===== config.mk =====
export PLATFORM = sky130hd
export DESIGN_NAME = freefall_impact_fall_detector_top
export DESIGN_NICKNAME = d
export VERILOG_FILES = /design/src/rtl/core/ffd_pkg.sv /design/src/rtl/core/ffd_mag.sv /design/src/rtl/core/ffd_ctrl.sv /design/src/rtl/core/freefall_impact_fall_detector_top.sv
export SDC_FILE = /design/constraint.sdc
export NUM_CORES = 2
export LEC_CHECK = 0
export BUFFER_PORTS_ARGS = -buffer_cell sky130_fd_sc_hd__buf_4
export CAP_MARGIN = 20
export CORE_ASPECT_RATIO = 1.5
export CORE_UTILIZATION = 50
export CTS_BUF_LIST = sky130_fd_sc_hd__clkbuf_16
export CTS_CLUSTER_DIAMETER = 80
export DETAILED_ROUTE_END_ITERATION = 7
export GPL_TIMING_DRIVEN = 0
export PLACE_DENSITY = 0.67
export SLEW_MARGIN = 5
export SYNTH_ARGS = -nofsm -noshare
export SYNTH_HDL_FRONTEND = slang
export SYNTH_SLANG_ARGS = --single-unit

===== constraint.sdc =====
create_clock -name clk -period 12.7 [get_ports clk]
set_input_delay 1.27 -clock clk [delete_from_list [all_inputs] [get_ports clk]]
set_output_delay 1.27 -clock clk [all_outputs]
set_load 0.005 [all_outputs]

===== src/rtl/core/ffd_pkg.sv =====
// ----------------------------------------------------------------------------
// ffd_pkg
// Shared types and constants for the free-fall / impact fall detector.
// ----------------------------------------------------------------------------
package ffd_pkg;

	localparam int FIELD_W  = 16;
	localparam int LEVEL_W  = 32;
	localparam int SAMPLE_W = 16;
	localparam int CFG_IDX_W  = 2;
	localparam int CFG_DATA_W = 32;
	localparam int IN_DATA_W  = 48;
	localparam int OUT_DATA_W = 40;

	localparam logic [CFG_IDX_W-1:0] CFG_FREEFALL_LEVEL = 2'd0;
	localparam logic [CFG_IDX_W-1:0] CFG_IMPACT_LEVEL   = 2'd1;
	localparam logic [CFG_IDX_W-1:0] CFG_WINDOW         = 2'd2;
	localparam logic [CFG_IDX_W-1:0] CFG_HOLDOFF        = 2'd3;

	localparam logic [LEVEL_W-1:0]  FREEFALL_LEVEL_RST = 32'd1570009;
	localparam logic [LEVEL_W-1:0]  IMPACT_LEVEL_RST   = 32'd69789316;
	localparam logic [SAMPLE_W-1:0] WINDOW_RST         = 16'd50;
	localparam logic [SAMPLE_W-1:0] HOLDOFF_RST        = 16'd150;

	typedef struct packed {
		logic [LEVEL_W-1:0]  freefall_level_sq;
		logic [LEVEL_W-1:0]  impact_level_sq;
		logic [SAMPLE_W-1:0] window_samples;
		logic [SAMPLE_W-1:0] holdoff_samples;
	} cfg_t;

	typedef struct packed {
		logic fall_detected;
		logic freefall_armed;
		logic in_holdoff;
	} det_flags_t;

endpackage


===== src/rtl/core/ffd_mag.sv =====
// ----------------------------------------------------------------------------
// ffd_mag
// Squared magnitude of a three-axis sample: x*x + y*y + z*z, exact.
// ----------------------------------------------------------------------------
module ffd_mag import ffd_pkg::*; #(
	parameter int AXIS_BITS = 16
) (
	input  logic signed [FIELD_W-1:0] accel_x,
	input  logic signed [FIELD_W-1:0] accel_y,
	input  logic signed [FIELD_W-1:0] accel_z,
	output logic        [LEVEL_W-1:0] mag_sq
);

	function automatic logic [LEVEL_W-1:0] axis_sq(input logic [FIELD_W-1:0] raw);
		logic [AXIS_BITS-1:0]   v;
		logic [AXIS_BITS-1:0]   m;
		logic [2*AXIS_BITS-1:0] sq;
		v  = raw[AXIS_BITS-1:0];
		m  = v[AXIS_BITS-1] ? (~v + 1'b1) : v;
		sq = m * m;
		return LEVEL_W'(sq);
	endfunction

	assign mag_sq = axis_sq(accel_x) + axis_sq(accel_y) + axis_sq(accel_z);

endmodule


===== src/rtl/core/ffd_ctrl.sv =====
// ----------------------------------------------------------------------------
// ffd_ctrl
// Arm / window / hold-off state and the per-sample fall decision.
// ----------------------------------------------------------------------------
module ffd_ctrl import ffd_pkg::*; #(
	parameter int COUNT_BITS = 16
) (
	input  logic               clk,
	input  logic               arst_n,
	input  logic               step,
	input  logic [LEVEL_W-1:0] mag_sq,
	input  cfg_t               cfg,
	output det_flags_t         flags
);

	localparam int CMP_W = (COUNT_BITS > SAMPLE_W) ? COUNT_BITS : SAMPLE_W;
	localparam logic [COUNT_BITS-1:0] CNT_MAX = {COUNT_BITS{1'b1}};

	logic                  armed_q, armed_d;
	logic [COUNT_BITS-1:0] since_q, since_d, since_inc;
	logic [COUNT_BITS-1:0] hold_q, hold_d, hold_load;
	logic [CMP_W-1:0]      hold_ext;
	logic                  in_window;

	assign since_inc = (since_q != CNT_MAX) ? since_q + 1'b1 : since_q;
	assign in_window = CMP_W'(since_inc) <= CMP_W'(cfg.window_samples);
	assign hold_ext  = CMP_W'(cfg.holdoff_samples);
	assign hold_load = (hold_ext > CMP_W'(CNT_MAX)) ? CNT_MAX : COUNT_BITS'(hold_ext);

	always_comb begin
		armed_d = armed_q;
		since_d = since_q;
		hold_d  = hold_q;
		flags.fall_detected = 1'b0;
		flags.in_holdoff    = 1'b0;
		if (hold_q != '0) begin
			hold_d = hold_q - 1'b1;
			flags.in_holdoff = 1'b1;
		end else if (!armed_q) begin
			if (mag_sq < cfg.freefall_level_sq) begin
				armed_d = 1'b1;
				since_d = '0;
			end
		end else begin
			since_d = since_inc;
			if (in_window) begin
				if (mag_sq > cfg.impact_level_sq) begin
					flags.fall_detected = 1'b1;
					armed_d = 1'b0;
					hold_d  = hold_load;
				end
			end else begin
				armed_d = 1'b0;
			end
		end
		flags.freefall_armed = armed_d;
	end

	always_ff @(posedge clk or negedge arst_n) begin
		if (!arst_n) begin
			armed_q <= 1'b0;
			since_q <= '0;
			hold_q  <= '0;
		end else if (step) begin
			armed_q <= armed_d;
			since_q <= since_d;
			hold_q  <= hold_d;
		end
	end

endmodule


===== src/rtl/core/freefall_impact_fall_detector_top.sv =====
// ----------------------------------------------------------------------------
// freefall_impact_fall_detector_top
// Pipeline: input registers (s1), combinational magnitude/decision, output (s2).
// Throughput: 1 item per cycle while the s2 output is empty or m_tready is high.
// Reset: arst_n clears detector state and valids and loads default thresholds.
// ----------------------------------------------------------------------------
module freefall_impact_fall_detector_top import ffd_pkg::*; #(
	parameter int AXIS_BITS  = 16,
	parameter int COUNT_BITS = 16
) (
	input  logic                  clk,
	input  logic                  arst_n,
	input  logic                  s_tvalid,
	output logic                  s_tready,
	input  logic [IN_DATA_W-1:0]  s_tdata,   // accel_x, accel_y, accel_z
	output logic                  m_tvalid,
	input  logic                  m_tready,
	output logic [OUT_DATA_W-1:0] m_tdata,   // fall_detected, severity_sq,
	                                         // freefall_armed, in_holdoff, pad
	input  logic                  cfg_we,
	input  logic [CFG_IDX_W-1:0]  cfg_addr,
	input  logic [CFG_DATA_W-1:0] cfg_data
);

	cfg_t                      cfg_q;
	logic                      vld_s1;
	logic signed [FIELD_W-1:0] x_s1, y_s1, z_s1;
	logic                      out_free, adv;
	logic [LEVEL_W-1:0]        mag_sq;
	det_flags_t                flags;
	logic                      vld_s2;
	logic [OUT_DATA_W-1:0]     data_s2;

	always_ff @(posedge clk or negedge arst_n) begin
		if (!arst_n) begin
			cfg_q.freefall_level_sq <= FREEFALL_LEVEL_RST;
			cfg_q.impact_level_sq   <= IMPACT_LEVEL_RST;
			cfg_q.window_samples    <= WINDOW_RST;
			cfg_q.holdoff_samples   <= HOLDOFF_RST;
		end else if (cfg_we) begin
			case (cfg_addr)
				CFG_FREEFALL_LEVEL: cfg_q.freefall_level_sq <= cfg_data;
				CFG_IMPACT_LEVEL:   cfg_q.impact_level_sq   <= cfg_data;
				CFG_WINDOW:         cfg_q.window_samples    <= cfg_data[SAMPLE_W-1:0];
				CFG_HOLDOFF:        cfg_q.holdoff_samples   <= cfg_data[SAMPLE_W-1:0];
				default: ;
			endcase
		end
	end

	assign out_free = !vld_s2 || m_tready;
	assign adv      = vld_s1 && out_free;
	assign s_tready = !vld_s1 || out_free;

	always_ff @(posedge clk or negedge arst_n) begin
		if (!arst_n) begin
			vld_s1 <= 1'b0;
		end else if (s_tready) begin
			vld_s1 <= s_tvalid;
		end
	end

	always_ff @(posedge clk) begin
		if (s_tready && s_tvalid) begin
			x_s1 <= s_tdata[FIELD_W-1:0];
			y_s1 <= s_tdata[2*FIELD_W-1:FIELD_W];
			z_s1 <= s_tdata[3*FIELD_W-1:2*FIELD_W];
		end
	end

	ffd_mag #(.AXIS_BITS(AXIS_BITS)) u_mag (
		.accel_x (x_s1),
		.accel_y (y_s1),
		.accel_z (z_s1),
		.mag_sq  (mag_sq)
	);

	ffd_ctrl #(.COUNT_BITS(COUNT_BITS)) u_ctrl (
		.clk    (clk),
		.arst_n (arst_n),
		.step   (adv),
		.mag_sq (mag_sq),
		.cfg    (cfg_q),
		.flags  (flags)
	);

	always_ff @(posedge clk or negedge arst_n) begin
		if (!arst_n) begin
			vld_s2 <= 1'b0;
		end else if (out_free) begin
			vld_s2 <= vld_s1;
		end
	end

	always_ff @(posedge clk) begin
		if (adv) begin
			data_s2 <= {5'b0, flags.in_holdoff, flags.freefall_armed, mag_sq,
				flags.fall_detected};
		end
	end

	assign m_tvalid = vld_s2;
	assign m_tdata  = data_s2;

endmodule


# == After elaboration in Yosys (flattened, before gate mapping) ==
# Cells that the tools add are included.
# totals
ff_bits,214
# classes
addsub,7
mul,3
order_cmp,4
eq_ne,4
mux,18
bitwise_logic,6
reduce_logical,19
# ops
cell,n
$mux W16,11
$mul A16 B16 Y32,3
$add A16 B1 Y16 const B,4
$add A32 B32 Y32,2
$not A16 Y16,3
$gt A32 B32 Y1,1
$lt A32 B32 Y1,1
$gt A16 B16 Y1 const B,1
$le A16 B16 Y1,1
$ne A16 B16 Y1 const B,1
$reduce_bool A16 Y1,1
$sub A16 B1 Y16 const B,1
$reduce_and A2 Y1,4
$reduce_bool A2 Y1,4
$mux W1,7
$eq A2 B2 Y1 const B,2
$reduce_and A4 Y1,1
$not A1 Y1,3
$reduce_and A3 Y1,1
$reduce_or A3 Y1,1
$eq A2 B1 Y1 const B,1
$logic_and A1 B1 Y1,2
$logic_not A1 Y1,2
$logic_not A2 Y1,1
$logic_or A1 B1 Y1,2

# == Depth between registers and ports, before layout ==
# logic_depth
ltp_word,11
depth_mapped,49
ltp_nobuf,45

# == Cells and area by module ==
# From an unflattened synthesis, not the netlist that was laid out.
# unflattened
hier_cells,3331
area_unflattened_um2,33070.5
# modules_own_cells
mod,n_inst,cells_each,area_each_um2
ffd_mag,1,2483,22590.4
freefall_impact_fall_detector_top,1,301,6249.7
ffd_ctrl,1,547,4230.3

# == Least setup slack after synthesis ==
# No wires, ideal clock.
# synth_timing
kind,flip-flop to flip-flop
from,register x_s1[0]
to,"register data_s2[0], in the netlist m_tdata[0], data pin"
setup_ns,0.255
arrival_time_ns,10.806
required_time_ns,12.445
setup_slack_ns,1.640
stages_incl_launch_ff,42
n_path_buf,4
cell_sequence,edfxtp_1 -> clkbuf_1 -> inv_2 -> nand3_1 -> or4_1 -> or3_1 -> o31ai_1 -> xnor2_1 -> clkbuf_1 -> nand2_1 -> fa_1 -> fa_1 -> inv_1 -> fa_1 -> inv_1 -> fa_1 -> fa_1 -> inv_1 -> [6 not listed] -> ha_1 -> a21oi_1 -> nand2_1 -> o311ai_1 -> o21bai_1 -> o31a_1 -> a21o_1 -> a21oi_1 -> xnor2_1 -> ha_1 -> a2111oi_0 -> o21ai_0 -> a221oi_1 -> o21ai_0 -> and4_1 -> clkbuf_1 -> clkbuf_1 -> and2_1
# synth_via
elab_chain_cells,8
# synth_rtl
item,line_no,text
"start, declared",freefall_impact_fall_detector_top.sv:27,"logic signed [FIELD_W-1:0] x_s1, y_s1, z_s1;"
"start signal, assigned",freefall_impact_fall_detector_top.sv:65,x_s1 <= s_tdata[FIELD_W-1:0];
$not A16 Y16,ffd_mag.sv:19,m = v[AXIS_BITS-1] ? (~v + 1'b1) : v;
$add A16 B1 Y16,ffd_mag.sv:19,
$mux W16 (*),ffd_mag.sv:19,
$mul A16 B16 Y32 (*),ffd_mag.sv:20,sq = m * m;
$add A32 B32 Y32 (*) (2 in series),ffd_mag.sv:24,assign mag_sq = axis_sq(accel_x) + axis_sq(accel_y) + axis_sq(accel_z);
net mag_sq[28],freefall_impact_fall_detector_top.sv:29,logic [LEVEL_W-1:0] mag_sq;
$gt A32 B32 Y1 (*),ffd_ctrl.sv:47,if (mag_sq > cfg.impact_level_sq) begin
$mux W1 (*),ffd_ctrl.sv:47,
"end signal, assigned",freefall_impact_fall_detector_top.sv:97,"data_s2 <= {5'b0, flags.in_holdoff, flags.freefall_armed, mag_sq,"
"end, declared",freefall_impact_fall_detector_top.sv:32,logic [OUT_DATA_W-1:0] data_s2;
# The timed path passes the listed nets; every way through them passes the cells marked *.
# A chain may end at the register's enable or synchronous reset.

# == Final worst setup path ==
# layout_timing
from,register y_s1[0]
to,register u_ctrl.hold_q[14]
# layout_via
elab_chain_cells,9
# layout_rtl
item,line_no,text
"start, declared",freefall_impact_fall_detector_top.sv:27,
"start signal, assigned",freefall_impact_fall_detector_top.sv:66,y_s1 <= s_tdata[2*FIELD_W-1:FIELD_W];
$not A16 Y16,ffd_mag.sv:19,
$add A16 B1 Y16,ffd_mag.sv:19,
$mux W16 (*),ffd_mag.sv:19,
$mul A16 B16 Y32 (*),ffd_mag.sv:20,
$add A32 B32 Y32 (*) (2 in series),ffd_mag.sv:24,
net mag_sq[28],freefall_impact_fall_detector_top.sv:29,
$gt A32 B32 Y1 (*),ffd_ctrl.sv:47,
$reduce_bool A2 Y1 (no line) (*),--,
$reduce_and A4 Y1 (no line) (*),--,
"end signal, assigned",ffd_ctrl.sv:67,hold_q <= hold_d;
"end, declared",ffd_ctrl.sv:21,"logic [COUNT_BITS-1:0] hold_q, hold_d, hold_load;"
# Marks and branches as above.

==> results.cfg <==
[outcome]
status = finished clean

[min_path]
hold_path.class = reg -> reg
hold-path-cell-count = 1
min_to = u_ctrl.since_q[11]
min_from = u_ctrl.since_q[11]

[clocking]
numCtsBuffers = 23
clockBufferDepth = 3
cts.sink_count = 214
clkTransAtPathRegs_ns = 0.07
clock-root-buffer = clkbuf_16
clock_latency_ns = 0.58
cts_htree_levels = 1
hold_buffers = 0
cts_tree = yes

[placed_design]
dp_hpwl_um = 72300
gp_congestion = 0.966
portBuffers = 123
dpl-instance-area_um2 = 34900

[critical_path]
r2r-start = y_s1[0]
path_class = reg -> reg
worstPathRequired_ns = 13.16
cp-start-kind = flip-flop
crit_path_end_kind = flip-flop
r2r-end = u_ctrl.hold_q[14]
r2r_slack_ns = 0.47
slowest_stage = fa_1
path_common_cell = fa_1
rr_worst_depth = 41
worstPathMaxFanout = 11
cp_slowest_stage_delay_ns = 0.59
cp.arrival_ns = 12.69

[floorplan]
core-area_um2 = 64500
dieArea_um2 = 66200
die_h_um = 315
num_rows = 114
die_w_um = 210
ios = 129
initial_core_util_pct = 50.6

[synth]
synth_cell_types = 72
synth.cell_area_um2 = 32600
async_flop_share_pct = 61.2
synth_flop_cell = dfrtp_1
yosysTopAreaCell = fa_1
ys_seq_elements = 214
yosys_warnings = 0
postSynthAreaPerCell_um2 = 9.85
seq_area_frac_synth_pct = 17.8
synth.area.top_cells = fa_1, ha_1, inv_1
synth_edf_count = 83
yosysTopAreaCellShare_pct = 37.7
netlist_instances = 3309

[grt]
grt_use_met1_pct = 30.1
grt_pass1_vias = 24700
grt-ovfl-total = 0
grt_first_pass_wirelength_um = 133000
grt_usage_pct = 26.4
use_met2_pct = 48.7
grt-busiest-layer = met2
grt_max_degree = 72
antenna_found_initial = 0
use_met3_pct = 2.36

[timing]
min_period_ns = 12.23
rsz0062_at_grt = true
slew_violations = 0
hold_violations = 0
timing.fmax_ghz = 0.0818
finClkSkew_ns = 0.0420
tightest_slew_ns = 1.18
setup_viol = 0
period_share_pct = 96.3
maxSlewHeadroom_pct = 20.9

[job]
max-cap-violations = 0

[route]
wl_per_cell_um = 18.7
detail-route-antenna-nets = 0
viasPerCell = 5.07
initialDrtViolationCount = 844
drt-pass1-iter-count = 5
vias = 22300
routed_wirelength_um = 82400
route.detailed.drc = 0

[layout]
finalInstanceArea_um2 = 36200
regArea_um2 = 5810
area_growth_pct = 10.9
num-nets-final = 4559
multi_input_area_um2 = 23400
layout_common_cells = inv_1, fa_1, ha_1
drive_gt1_share_pct = 10.7
fillers = 5785
final_common_cell = inv_1
diodes = 0
## cells in the mapped netlist, types with 4 or more instances
| master | count |
|---|---|
| xor2_1 | 45 |
| a32o_1 | 8 |
| a31oi_1 | 5 |
| a21oi_1 | 64 |
| o31ai_1 | 15 |
| or4_1 | 5 |
| inv_1 | 963 |
| ha_1 | 336 |
| dfrtp_1 | 100 |
| nand2_1 | 248 |
| clkbuf_1 | 51 |
| mux2_2 | 69 |
| or2_2 | 6 |
| nor3_1 | 26 |
| xnor2_1 | 61 |
| and3_1 | 7 |
| nor4_1 | 8 |
| o211ai_1 | 8 |
| clkinv_1 | 18 |
| nand2b_1 | 16 |
| fa_1 | 613 |
| o21ai_0 | 81 |
| or3_1 | 13 |
| nor2b_1 | 11 |
| a22o_1 | 7 |
| nand3_1 | 25 |
| o41ai_1 | 6 |
| dfstp_2 | 31 |
| edfxtp_1 | 83 |
| and2_1 | 9 |
| a21o_1 | 27 |
| nor2_1 | 240 |
| mux2i_1 | 4 |
| nand4_1 | 26 |
| a211oi_1 | 6 |
| buf_4 | 5 |
| o21a_1 | 13 |
## registers in the layout (all words and copies together) (netlist names), 16 cells and up
signal,flops
u_ctrl.since_q,16
u_ctrl.hold_q,16
y_s1,16
x_s1,16
z_s1,16
m_tdata,35
cfg_q,96
## cell type report
class                   count  share of cell area, %
clock inverters            19                  0.287
inverters                 984                   10.3
well taps                 870                   3.01
repair buffers            150                   3.32
multi-input cells        2094                   64.7
plain buffers              56                  0.772
clock buffers              23                   1.59
flip-flops and latches    214                   16.1
## through the flow
| step | std cells | hold slack [ns] | setup TNS (ns) | setup slack, ns | util (%) |
|---|---|---|---|---|---|
| after floorplan | 3350 | 0.457 | 0 | 1.64 | - |
| after global placement | 4343 | 0.475 | -59.34 | -2.12 | 53.9 |
| after detailed placement | 4349 | 0.486 | -53.28 | -1.95 | 54.1 |
| after CTS | 4408 | 0.500 | 0 | 0.0000453 | 55.9 |
| after global routing | 4410 | 0.515 | -1.14 | -0.139 | 56.1 |
| final | 4410 | 0.499 | 0 | 0.469 | 56.1 |
## kinds of logic after synthesis
logic type | share of synthesized area, %
other | 0.0230
AND/OR/NAND/NOR | 8.86
multiplexers | 2.51
XOR/XNOR | 2.93
adder cells (fa/ha/maj) | 50.6
AO/OA/AOI/OAI | 5.22
buffers and inverters | 12.1
flip-flops | 17.8
## worst max-delay path: cells and delay by family, from the launching register on
family	cells	cell delay, ns
XOR/XNOR	2	0.31
AND/OR/NAND/NOR	6	1.17
AO/OA/AOI/OAI	13	3.35
buffers and inverters	8	1.33
adder cells (fa/ha/maj)	12	5.39
flip-flops	1	0.52
## repair_timing
action                     in CTS  in global routing
setup buffers                  18                  3
gates resized for setup        78                 20
setup endpoints to repair      35                 32
pin swaps                      13                  2
## worst max path at each step
stage,depth (start not counted),from,end
after floorplan,41,x_s1[0],m_tdata[0]
after global placement,41,y_s1[0],u_ctrl.hold_q[14]
after detailed placement,43,z_s1[0],u_ctrl.hold_q[14]
after CTS,38,z_s1[4],u_ctrl.hold_q[14]
after global routing,40,x_s1[0],u_ctrl.hold_q[14]
final,41,y_s1[0],u_ctrl.hold_q[14]
## layer usage
layer / up-vias / wire length, µm
met5: - / 0
met4: 0 / 5300
met3: 210 / 2510
met2: 510 / 43400
met1: 11200 / 31200
li1: 10400 / -
Power is left out: the tool's default activity adds up to more than one toggle a clock period on the data nets, which glitch-free logic cannot reach.
